File: src/lfh_pkg.sv
package lfh_pkg;

   localparam int NodeW   = 32;
   localparam int EpochW  = 64;
   localparam int TimeW   = 64;
   localparam int SeqW    = 64;
   localparam int LeaseW  = 32;
   localparam int CsrW    = 32;
   localparam int CsrIdxW = 3;
   localparam int ModeW   = 3;
   localparam int StatusW = 3;

   // operation codes
   localparam logic [ModeW-1:0] MODE_INIT          = 3'd0;
   localparam logic [ModeW-1:0] MODE_RENEW         = 3'd1;
   localparam logic [ModeW-1:0] MODE_FENCE_REQ     = 3'd2;
   localparam logic [ModeW-1:0] MODE_FENCE_CONFIRM = 3'd3;
   localparam logic [ModeW-1:0] MODE_TAKEOVER      = 3'd4;

   // status codes
   localparam logic [StatusW-1:0] ST_OK       = 3'd0;
   localparam logic [StatusW-1:0] ST_INVALID  = 3'd1;
   localparam logic [StatusW-1:0] ST_DENIED   = 3'd2;
   localparam logic [StatusW-1:0] ST_AGAIN    = 3'd3;
   localparam logic [StatusW-1:0] ST_OVERFLOW = 3'd4;

   // register indexes
   localparam logic [CsrIdxW-1:0] CSR_INIT_ACTIVE  = 3'd0;
   localparam logic [CsrIdxW-1:0] CSR_INIT_STANDBY = 3'd1;
   localparam logic [CsrIdxW-1:0] CSR_LEASE_PERIOD = 3'd2;
   localparam logic [CsrIdxW-1:0] CSR_LEASE_FLOOR  = 3'd3;
   localparam logic [CsrIdxW-1:0] CSR_LEASE_CEIL   = 3'd4;

   typedef struct packed {
      logic [NodeW-1:0]  init_active;
      logic [NodeW-1:0]  init_standby;
      logic [LeaseW-1:0] lease_period;
      logic [LeaseW-1:0] lease_floor;
      logic [LeaseW-1:0] lease_ceiling;
   } csr_type;

   typedef struct packed {
      logic [ModeW-1:0]  mode;
      logic [NodeW-1:0]  node_id;
      logic [EpochW-1:0] claimed_epoch;
      logic [TimeW-1:0]  now_ms;
      logic              fence_ack;
   } req_type;

   typedef struct packed {
      logic              init_done;
      logic [NodeW-1:0]  active_id;
      logic [NodeW-1:0]  standby_id;
      logic [EpochW-1:0] epoch;
      logic [LeaseW-1:0] lease_len;
      logic [TimeW-1:0]  deadline;
      logic              fenced;
      logic [SeqW-1:0]   seq;
   } lease_state_type;

   typedef struct packed {
      logic [StatusW-1:0] status;
      logic               fence_request;
      logic [NodeW-1:0]   fence_target;
   } verdict_type;

   // now + len, clamped at all ones
   function automatic logic [TimeW-1:0] sat_deadline(input logic [TimeW-1:0] now,
                                                     input logic [LeaseW-1:0] len);
      logic [TimeW:0] sum;
      sum = {1'b0, now} + {{(TimeW-LeaseW+1){1'b0}}, len};
      return sum[TimeW] ? {TimeW{1'b1}} : sum[TimeW-1:0];
   endfunction

endpackage

File: src/lease_failover_handover.sv
// An accepted transaction waits in the request register; its result drives rsp_* from the
// result register. One transaction per cycle unless rsp_stall holds the result register.
// The lease state moves at the same edge that loads the result register; the next one sees it.
// Reset (synchronous, active high): pipeline emptied, lease state all zero
// (not initialised), configuration registers back to 1, 2, 1000, 1, all ones.
module lease_failover_handover (
   input  logic                        clock,
   input  logic                        reset,
   // request channel
   input  logic                        req_valid,
   output logic                        req_stall,
   input  logic [lfh_pkg::ModeW-1:0]   req_mode,
   input  logic [lfh_pkg::NodeW-1:0]   req_node_id,
   input  logic [lfh_pkg::EpochW-1:0]  req_claimed_epoch,
   input  logic [lfh_pkg::TimeW-1:0]   req_now_ms,
   input  logic                        req_fence_ack,
   // response channel
   output logic                        rsp_valid,
   input  logic                        rsp_stall,
   output logic [lfh_pkg::StatusW-1:0] rsp_status_code,
   output logic                        rsp_fence_request,
   output logic [lfh_pkg::NodeW-1:0]   rsp_fence_target,
   output logic                        rsp_is_initialized,
   output logic [lfh_pkg::NodeW-1:0]   rsp_current_active,
   output logic [lfh_pkg::NodeW-1:0]   rsp_current_standby,
   output logic [lfh_pkg::EpochW-1:0]  rsp_current_epoch,
   output logic                        rsp_is_fenced,
   output logic [lfh_pkg::TimeW-1:0]   rsp_current_deadline,
   output logic [lfh_pkg::SeqW-1:0]    rsp_current_sequence,
   // configuration writes
   input  logic                        csr_wr_en,
   input  logic [lfh_pkg::CsrIdxW-1:0] csr_index,
   input  logic [lfh_pkg::CsrW-1:0]    csr_wdata
);

   // result register contents: verdict plus a snapshot of the state after the transaction
   typedef struct packed {
      lfh_pkg::verdict_type     verdict;
      lfh_pkg::lease_state_type snap;
   } rsp_type;

   lfh_pkg::csr_type         cfg;
   lfh_pkg::req_type         req_in;
   lfh_pkg::req_type         req_ff;
   logic                     req_valid_ff;
   lfh_pkg::lease_state_type state_ff;
   lfh_pkg::lease_state_type state_in;
   lfh_pkg::verdict_type     verdict;
   rsp_type                  rsp_ff;
   rsp_type                  rsp_in;
   logic                     rsp_valid_ff;

   logic rsp_advance;   // result register may take a new transaction
   logic req_load;      // request register takes a new transaction
   logic commit;        // held transaction is resolved this cycle

   lfh_csr u_csr (
      .clock     (clock),
      .reset     (reset),
      .csr_wr_en (csr_wr_en),
      .csr_index (csr_index),
      .csr_wdata (csr_wdata),
      .cfg       (cfg)
   );

   // --- flow control -------------------------------------------------------
   // Output register is free when empty or being drained; the request
   // register only holds when its transaction cannot move on.
   assign rsp_advance = !rsp_valid_ff || !rsp_stall;
   assign req_stall   = req_valid_ff && !rsp_advance;
   assign req_load    = req_valid && !req_stall;
   assign commit      = req_valid_ff && rsp_advance;

   assign req_in.mode          = req_mode;
   assign req_in.node_id       = req_node_id;
   assign req_in.claimed_epoch = req_claimed_epoch;
   assign req_in.now_ms        = req_now_ms;
   assign req_in.fence_ack     = req_fence_ack;

   // --- decision logic -----------------------------------------------------
   // One pass over the held request against the live lease state.
   lfh_core u_core (
      .req     (req_ff),
      .cfg     (cfg),
      .cur     (state_ff),
      .nxt     (state_in),
      .verdict (verdict)
   );

   assign rsp_in.verdict = verdict;
   assign rsp_in.snap    = state_in;

   // --- control registers --------------------------------------------------
   always_ff @(posedge clock) begin
      if (reset) begin
         req_valid_ff <= 1'b0;
         rsp_valid_ff <= 1'b0;
         state_ff     <= '0;
      end else begin
         if (!req_stall) begin
            req_valid_ff <= req_valid;
         end
         if (rsp_advance) begin
            rsp_valid_ff <= req_valid_ff;
         end
         // state moves exactly once per resolved transaction
         if (commit) begin
            state_ff <= state_in;
         end
      end
   end

   // --- payload registers --------------------------------------------------
   always_ff @(posedge clock) begin
      if (req_load) begin
         req_ff <= req_in;
      end
      if (commit) begin
         rsp_ff <= rsp_in;
      end
   end

   // --- response ports -----------------------------------------------------
   assign rsp_valid            = rsp_valid_ff;
   assign rsp_status_code      = rsp_ff.verdict.status;
   assign rsp_fence_request    = rsp_ff.verdict.fence_request;
   assign rsp_fence_target     = rsp_ff.verdict.fence_target;
   assign rsp_is_initialized   = rsp_ff.snap.init_done;
   assign rsp_current_active   = rsp_ff.snap.active_id;
   assign rsp_current_standby  = rsp_ff.snap.standby_id;
   assign rsp_current_epoch    = rsp_ff.snap.epoch;
   assign rsp_is_fenced        = rsp_ff.snap.fenced;
   assign rsp_current_deadline = rsp_ff.snap.deadline;
   assign rsp_current_sequence = rsp_ff.snap.seq;

endmodule

File: src/lfh_csr.sv
module lfh_csr (
   input  logic                        clock,
   input  logic                        reset,
   input  logic                        csr_wr_en,
   input  logic [lfh_pkg::CsrIdxW-1:0] csr_index,
   input  logic [lfh_pkg::CsrW-1:0]    csr_wdata,
   output lfh_pkg::csr_type            cfg
);

   lfh_pkg::csr_type cfg_ff;

   always_ff @(posedge clock) begin
      if (reset) begin
         cfg_ff.init_active   <= 32'd1;
         cfg_ff.init_standby  <= 32'd2;
         cfg_ff.lease_period  <= 32'd1000;
         cfg_ff.lease_floor   <= 32'd1;
         cfg_ff.lease_ceiling <= 32'hFFFF_FFFF;
      end else if (csr_wr_en) begin
         unique case (csr_index)
            lfh_pkg::CSR_INIT_ACTIVE:  cfg_ff.init_active   <= csr_wdata;
            lfh_pkg::CSR_INIT_STANDBY: cfg_ff.init_standby  <= csr_wdata;
            lfh_pkg::CSR_LEASE_PERIOD: cfg_ff.lease_period  <= csr_wdata;
            lfh_pkg::CSR_LEASE_FLOOR:  cfg_ff.lease_floor   <= csr_wdata;
            lfh_pkg::CSR_LEASE_CEIL:   cfg_ff.lease_ceiling <= csr_wdata;
            default: ;   // unmapped index, dropped
         endcase
      end
   end

   assign cfg = cfg_ff;

endmodule

File: src/lfh_core.sv
module lfh_core (
   input  lfh_pkg::req_type         req,
   input  lfh_pkg::csr_type         cfg,
   input  lfh_pkg::lease_state_type cur,
   output lfh_pkg::lease_state_type nxt,
   output lfh_pkg::verdict_type     verdict
);

   logic expired;
   logic epoch_zero;
   logic epoch_match;
   logic node_zero;
   logic seq_max;
   logic epoch_max;
   logic cfg_ok;
   logic [lfh_pkg::TimeW-1:0] renew_deadline;

   assign expired     = req.now_ms >= cur.deadline;
   assign epoch_zero  = req.claimed_epoch == '0;
   assign epoch_match = req.claimed_epoch == cur.epoch;
   assign node_zero   = req.node_id == '0;
   assign seq_max     = &cur.seq;
   assign epoch_max   = &cur.epoch;
   assign cfg_ok      = (cfg.init_active != '0) && (cfg.init_standby != '0) &&
                        (cfg.init_active != cfg.init_standby) &&
                        (cfg.lease_period >= cfg.lease_floor) &&
                        (cfg.lease_period <= cfg.lease_ceiling);
   assign renew_deadline = lfh_pkg::sat_deadline(req.now_ms, cur.lease_len);

   always_comb begin
      nxt                   = cur;
      verdict.status        = lfh_pkg::ST_INVALID;
      verdict.fence_request = 1'b0;
      verdict.fence_target  = '0;
      unique case (req.mode)
         lfh_pkg::MODE_INIT: begin
            if (!cur.init_done && cfg_ok) begin
               nxt.init_done  = 1'b1;
               nxt.active_id  = cfg.init_active;
               nxt.standby_id = cfg.init_standby;
               nxt.lease_len  = cfg.lease_period;
               nxt.epoch      = {{(lfh_pkg::EpochW-1){1'b0}}, 1'b1};
               nxt.seq        = {{(lfh_pkg::SeqW-1){1'b0}}, 1'b1};
               nxt.deadline   = lfh_pkg::sat_deadline(req.now_ms, cfg.lease_period);
               nxt.fenced     = 1'b0;
               verdict.status = lfh_pkg::ST_OK;
            end
         end
         lfh_pkg::MODE_RENEW: begin
            if (!cur.init_done || node_zero || epoch_zero) begin
               verdict.status = lfh_pkg::ST_INVALID;
            end else if (req.node_id != cur.active_id || !epoch_match) begin
               verdict.status = lfh_pkg::ST_DENIED;
            end else if (expired) begin
               verdict.status = lfh_pkg::ST_AGAIN;
            end else if (seq_max) begin
               verdict.status = lfh_pkg::ST_OVERFLOW;
            end else begin
               nxt.deadline   = renew_deadline;
               nxt.seq        = cur.seq + 1'b1;
               verdict.status = lfh_pkg::ST_OK;
            end
         end
         lfh_pkg::MODE_FENCE_REQ: begin
            if (!cur.init_done || epoch_zero) begin
               verdict.status = lfh_pkg::ST_INVALID;
            end else if (!epoch_match) begin
               verdict.status = lfh_pkg::ST_DENIED;
            end else if (!expired) begin
               verdict.status = lfh_pkg::ST_AGAIN;
            end else begin
               // strobe goes out whether or not the agent takes it
               verdict.fence_request = 1'b1;
               verdict.fence_target  = cur.active_id;
               verdict.status = req.fence_ack ? lfh_pkg::ST_OK : lfh_pkg::ST_AGAIN;
            end
         end
         lfh_pkg::MODE_FENCE_CONFIRM: begin
            if (!cur.init_done || epoch_zero) begin
               verdict.status = lfh_pkg::ST_INVALID;
            end else if (!epoch_match) begin
               verdict.status = lfh_pkg::ST_DENIED;
            end else if (!expired || !req.fence_ack) begin
               verdict.status = lfh_pkg::ST_AGAIN;
            end else if (cur.fenced) begin
               verdict.status = lfh_pkg::ST_OK;
            end else if (seq_max) begin
               verdict.status = lfh_pkg::ST_OVERFLOW;
            end else begin
               nxt.fenced     = 1'b1;
               nxt.seq        = cur.seq + 1'b1;
               verdict.status = lfh_pkg::ST_OK;
            end
         end
         lfh_pkg::MODE_TAKEOVER: begin
            if (!cur.init_done || node_zero || epoch_zero) begin
               verdict.status = lfh_pkg::ST_INVALID;
            end else if (req.node_id != cur.standby_id || !epoch_match) begin
               verdict.status = lfh_pkg::ST_DENIED;
            end else if (!expired || !cur.fenced) begin
               verdict.status = lfh_pkg::ST_AGAIN;
            end else if (epoch_max || seq_max) begin
               verdict.status = lfh_pkg::ST_OVERFLOW;
            end else begin
               nxt.active_id  = cur.standby_id;
               nxt.standby_id = cur.active_id;
               nxt.epoch      = cur.epoch + 1'b1;
               nxt.seq        = cur.seq + 1'b1;
               nxt.fenced     = 1'b0;
               nxt.deadline   = renew_deadline;
               verdict.status = lfh_pkg::ST_OK;
            end
         end
         default: ;   // unused codes: invalid, no change
      endcase
   end

endmodule

File: config.mk
export PLATFORM = sky130hd
export DESIGN_NAME = lease_failover_handover
export DESIGN_NICKNAME = d
export VERILOG_FILES = /design/src/lfh_pkg.sv /design/src/lease_failover_handover.sv /design/src/lfh_csr.sv /design/src/lfh_core.sv
export SDC_FILE = /design/constraint.sdc
export NUM_CORES = 2
export LEC_CHECK = 0
export ABC_CLOCK_PERIOD_IN_PS = 13670
export BUFFER_PORTS_ARGS = -buffer_cell sky130_fd_sc_hd__buf_2
export CORE_MARGIN = 2
export CORE_UTILIZATION = 55
export CTS_CLUSTER_SIZE = 20
export DETAILED_ROUTE_END_ITERATION = 16
export PLACE_DENSITY = 0.71
export SLEW_MARGIN = 20
export SYNTH_ARGS = -nofsm -noshare
export SYNTH_HDL_FRONTEND = slang
export SYNTH_SLANG_ARGS = --single-unit
File: constraint.sdc
create_clock -name clock -period 13.67 [get_ports clock]
set_clock_uncertainty 0.15 [all_clocks]
set_input_delay 2.0505 -clock clock [delete_from_list [all_inputs] [get_ports clock]]
set_output_delay 2.0505 -clock clock [all_outputs]
set_load 0.01 [all_outputs]
==> impl_metrics.ini <==
[worst_setup_path]
crit_arrival_ns = 6.69
r2r_start = req_ff[46]
worstPathCellList = ha_1 > nand4_1 > nor4_1 > or4b_1 > a21oi_1 > a2111o_1 > o2111ai_1 > buf_4 > nor2_4 > buf_4 > nor2_2 > buf_4 > nor2_1 > a21oi_1 > a211oi_1
critPathCaptureType = register
setup.worst_path.end = state_ff[4]
cpPeakStageDelay_ns = 0.79
path_delay_family = simple AND/OR/NAND/NOR gates
worstPathMaxFanout = 72
worst-path-buf-inv = 3
path_common_cell = buf_4
r2r_cells = 15
setup.worst_path.start = req_ff[46]
r2r-end = state_ff[4]
crit_cells = 15
critPathKind = register to register
cp.required_ns = 14.09
r2r_setup_slack_ns = 7.40
crit_slowest_cell = nor4_1
cp-start-kind = register

[final_layout]
drive_above_1_share_pct = 13.6
nNetsFinal = 6010
multi_input_comb_area_um2 = 23100
area_growth_pct = 14.2
regArea_um2 = 22800
fillCellCount = 7355

[yosys]
async_reset_ff_share_pct = 0
synth_cells = 5259
mappedNetlistArea_um2 = 47900
synth_common_cells = nand2_1 (671), a21oi_1 (494), edfxtp_1 (458)
syn_nets = 5659
synth_edf_count = 458
synth_ff_type = edfxtp_1
synth_area_per_cell_um2 = 9.12
synth.area.top_cells = edfxtp_1 (29%), dfxtp_1 (19%), nand2_1 (5.3%)
seq_area_frac_synth_pct = 47.6
synth_seq_cells = 910
ys_warn_count = 0
synth.largest_area_cell = edfxtp_1
synth_cell_types = 89
synth.most_common_cell = nand2_1
synth_top_cell_area_share_pct = 28.7

[sta]
tightest_slew_ns = 1.31
final-hold-violation-count = 0
fin_crit_sh_pct = 45.9
report.final.slew_viol_count = 0
hold_slack_ns = 0.306
clock.fmax_mhz = 160
slew_headroom_pct = 12.7
period_minus_slack_ns = 6.27
rsz0062_at_grt = false
fin_tns_setup_ns = 0
setup_violations = 0

[routing]
firstDrtPassIters = 6
drc_errors = 0
wire_per_inst_um = 25.5
dr_total_vias = 44200
routed_wl_mm = 175
antenna_left = 0
vias_per_cell = 6.45
dr.first_iter.drc_count = 6243

[placed_design]
dp_hpwl_mm = 125
routabilityCongestion = 1.00
port_buffers = 499

[floorplanning]
num_rows = 108
design.core.area_um2 = 86600
dieArea_um2 = 89500
die_w_um = 299
fp.dieH_um = 299
start_util_pct = 55.3
pin_count = 500

[clocking]
ctsResizeCount = 0
cts_tree = yes
cts_buffer_depth = 3
h-tree-depth = 3
cts_made_buffers = 97
clk_pin_slew_ns = 0.06
holdBufCountCts = 0
clk_latency_ns = 0.69
post-cts-setup-buffers = 0
clock_sinks = 910
root_buffer = clkbuf_16

[flow_run]
maxCapViolations = 0

[power]
max-vdd-ir-drop_mv = 0.102
clkPwrFrac_pct = 42.7
p_switching_mw = 1.77
powerDensity_nw_per_um2 = 121
leakage_nw = 20.8
power_frac_comb_pct = 10.4
pwr-share-seq_pct = 47.0
power.total_mw = 6.64
swShare_pct = 26.6
internal_power_mw = 4.87

[grt]
grt_max_degree = 216
first_global_vias = 40700
grt-ovfl-total = 0
grt_first_pass_wirelength_mm = 257
grt_usage_pct = 37.6
antenna_found_initial = 10

[outcome]
status = complete, no violations

[hold_path]
min_path_type = register to register
worst min path at each step:
stage / from / end / slack, ns / cells past startpoint
finish: u_csr.cfg[41] / u_csr.cfg[41] / 0.31 / 2
global route: u_csr.cfg[59] / u_csr.cfg[59] / 0.32 / 2
CTS: u_csr.cfg[41] / u_csr.cfg[41] / 0.30 / 2
detailed placement: u_csr.cfg[41] / u_csr.cfg[41] / 0.30 / 2
global placement: u_csr.cfg[58] / u_csr.cfg[58] / 0.29 / 2
floorplan: state_ff[118] / state_ff[118] / 0.29 / 2
power by group through the flow:
| stage | Sequential, mW | Clock, mW | Combinational (mW) |
|---|---|---|---|
| after floorplan | 3.16 | 0 | 0.391 |
| after global placement | 3.17 | 0 | 0.658 |
| after detailed placement | 3.17 | 0 | 0.667 |
| after CTS | 3.11 | 2.85 | 0.672 |
| after global routing | 3.12 | 2.95 | 0.740 |
| final | 3.12 | 2.83 | 0.687 |
through the flow:
| stage | instance area (µm²) | utilization [%] | worst slack [ns] | cells |
|---|---|---|---|---|
| 2_1_floorplan | 47900 | - | 2.05 | 5259 |
| 3_3_place_gp | 51300 | 59.2 | 7.77 | 6666 |
| 3_5_place_dp | 51300 | 59.2 | 7.63 | 6666 |
| 4_1_cts | 54700 | 63.2 | 7.60 | 6850 |
| 5_1_grt | 54700 | 63.2 | 7.16 | 6854 |
| 6_report | 54700 | 63.2 | 7.40 | 6854 |
layout by cell type, fill, tap and decap left out, types with 114 or more instances in the layout:
cell,count
nand2_1,667
xnor2_1,114
nor2_1,380
buf_2,498
inv_1,245
ha_1,194
edfxtp_1,458
a21oi_1,493
dfxtp_1,452
o21ai_0,332
xor2_1,153
sequential cells by signal, summed over array words and instances, names as in the netlist:
name,count
rsp_current_active,32
req_ff,164
rsp_current_standby,32
rsp_current_sequence,64
rsp_valid,1
rsp_is_initialized,1
u_csr.cfg,160
req_valid_ff,1
rsp_status_code,3
rsp_current_deadline,64
rsp_fence_request,1
rsp_fence_target,32
rsp_current_epoch,64
rsp_is_fenced,1
state_ff,290
per-layer routing:
metal / GRT usage [%] / vias to the layer above / share of wire, %
met5: 0 / - / 0.0074
met2: 56.8 / 2750 / 44
met1: 52.9 / 21100 / 40
met3: 7.23 / 399 / 11
met4: 16.0 / 2 / 4.6
li1: - / 20000 / -
final cells by class:
class                   count  share of cell area [%]
diodes                      4                  0.0183
clock inverters            52                    1.34
multi-input cells        3795                    42.2
clock buffers             132                    4.93
well taps                1155                    2.64
repair buffers            559                    5.47
flip-flops and latches    910                    41.7
inverters                 247                    1.71
kinds of logic after synthesis:
family,after synthesis,share of synthesized area (%)
compound gates,1554,20.3
xor+xnor,267,4.88
fa+ha+maj,196,5.15
buf+inv,554,4.43
flops,910,47.6
mux,15,0.324
simple gates,1763,17.4
worst min-delay path: stages, from the launching register on:
cell and delay (ns):
dfxtp_1 0.31, nand2_1 0.05, a21oi_1 0.05
(Power assumes the default switching activity.)
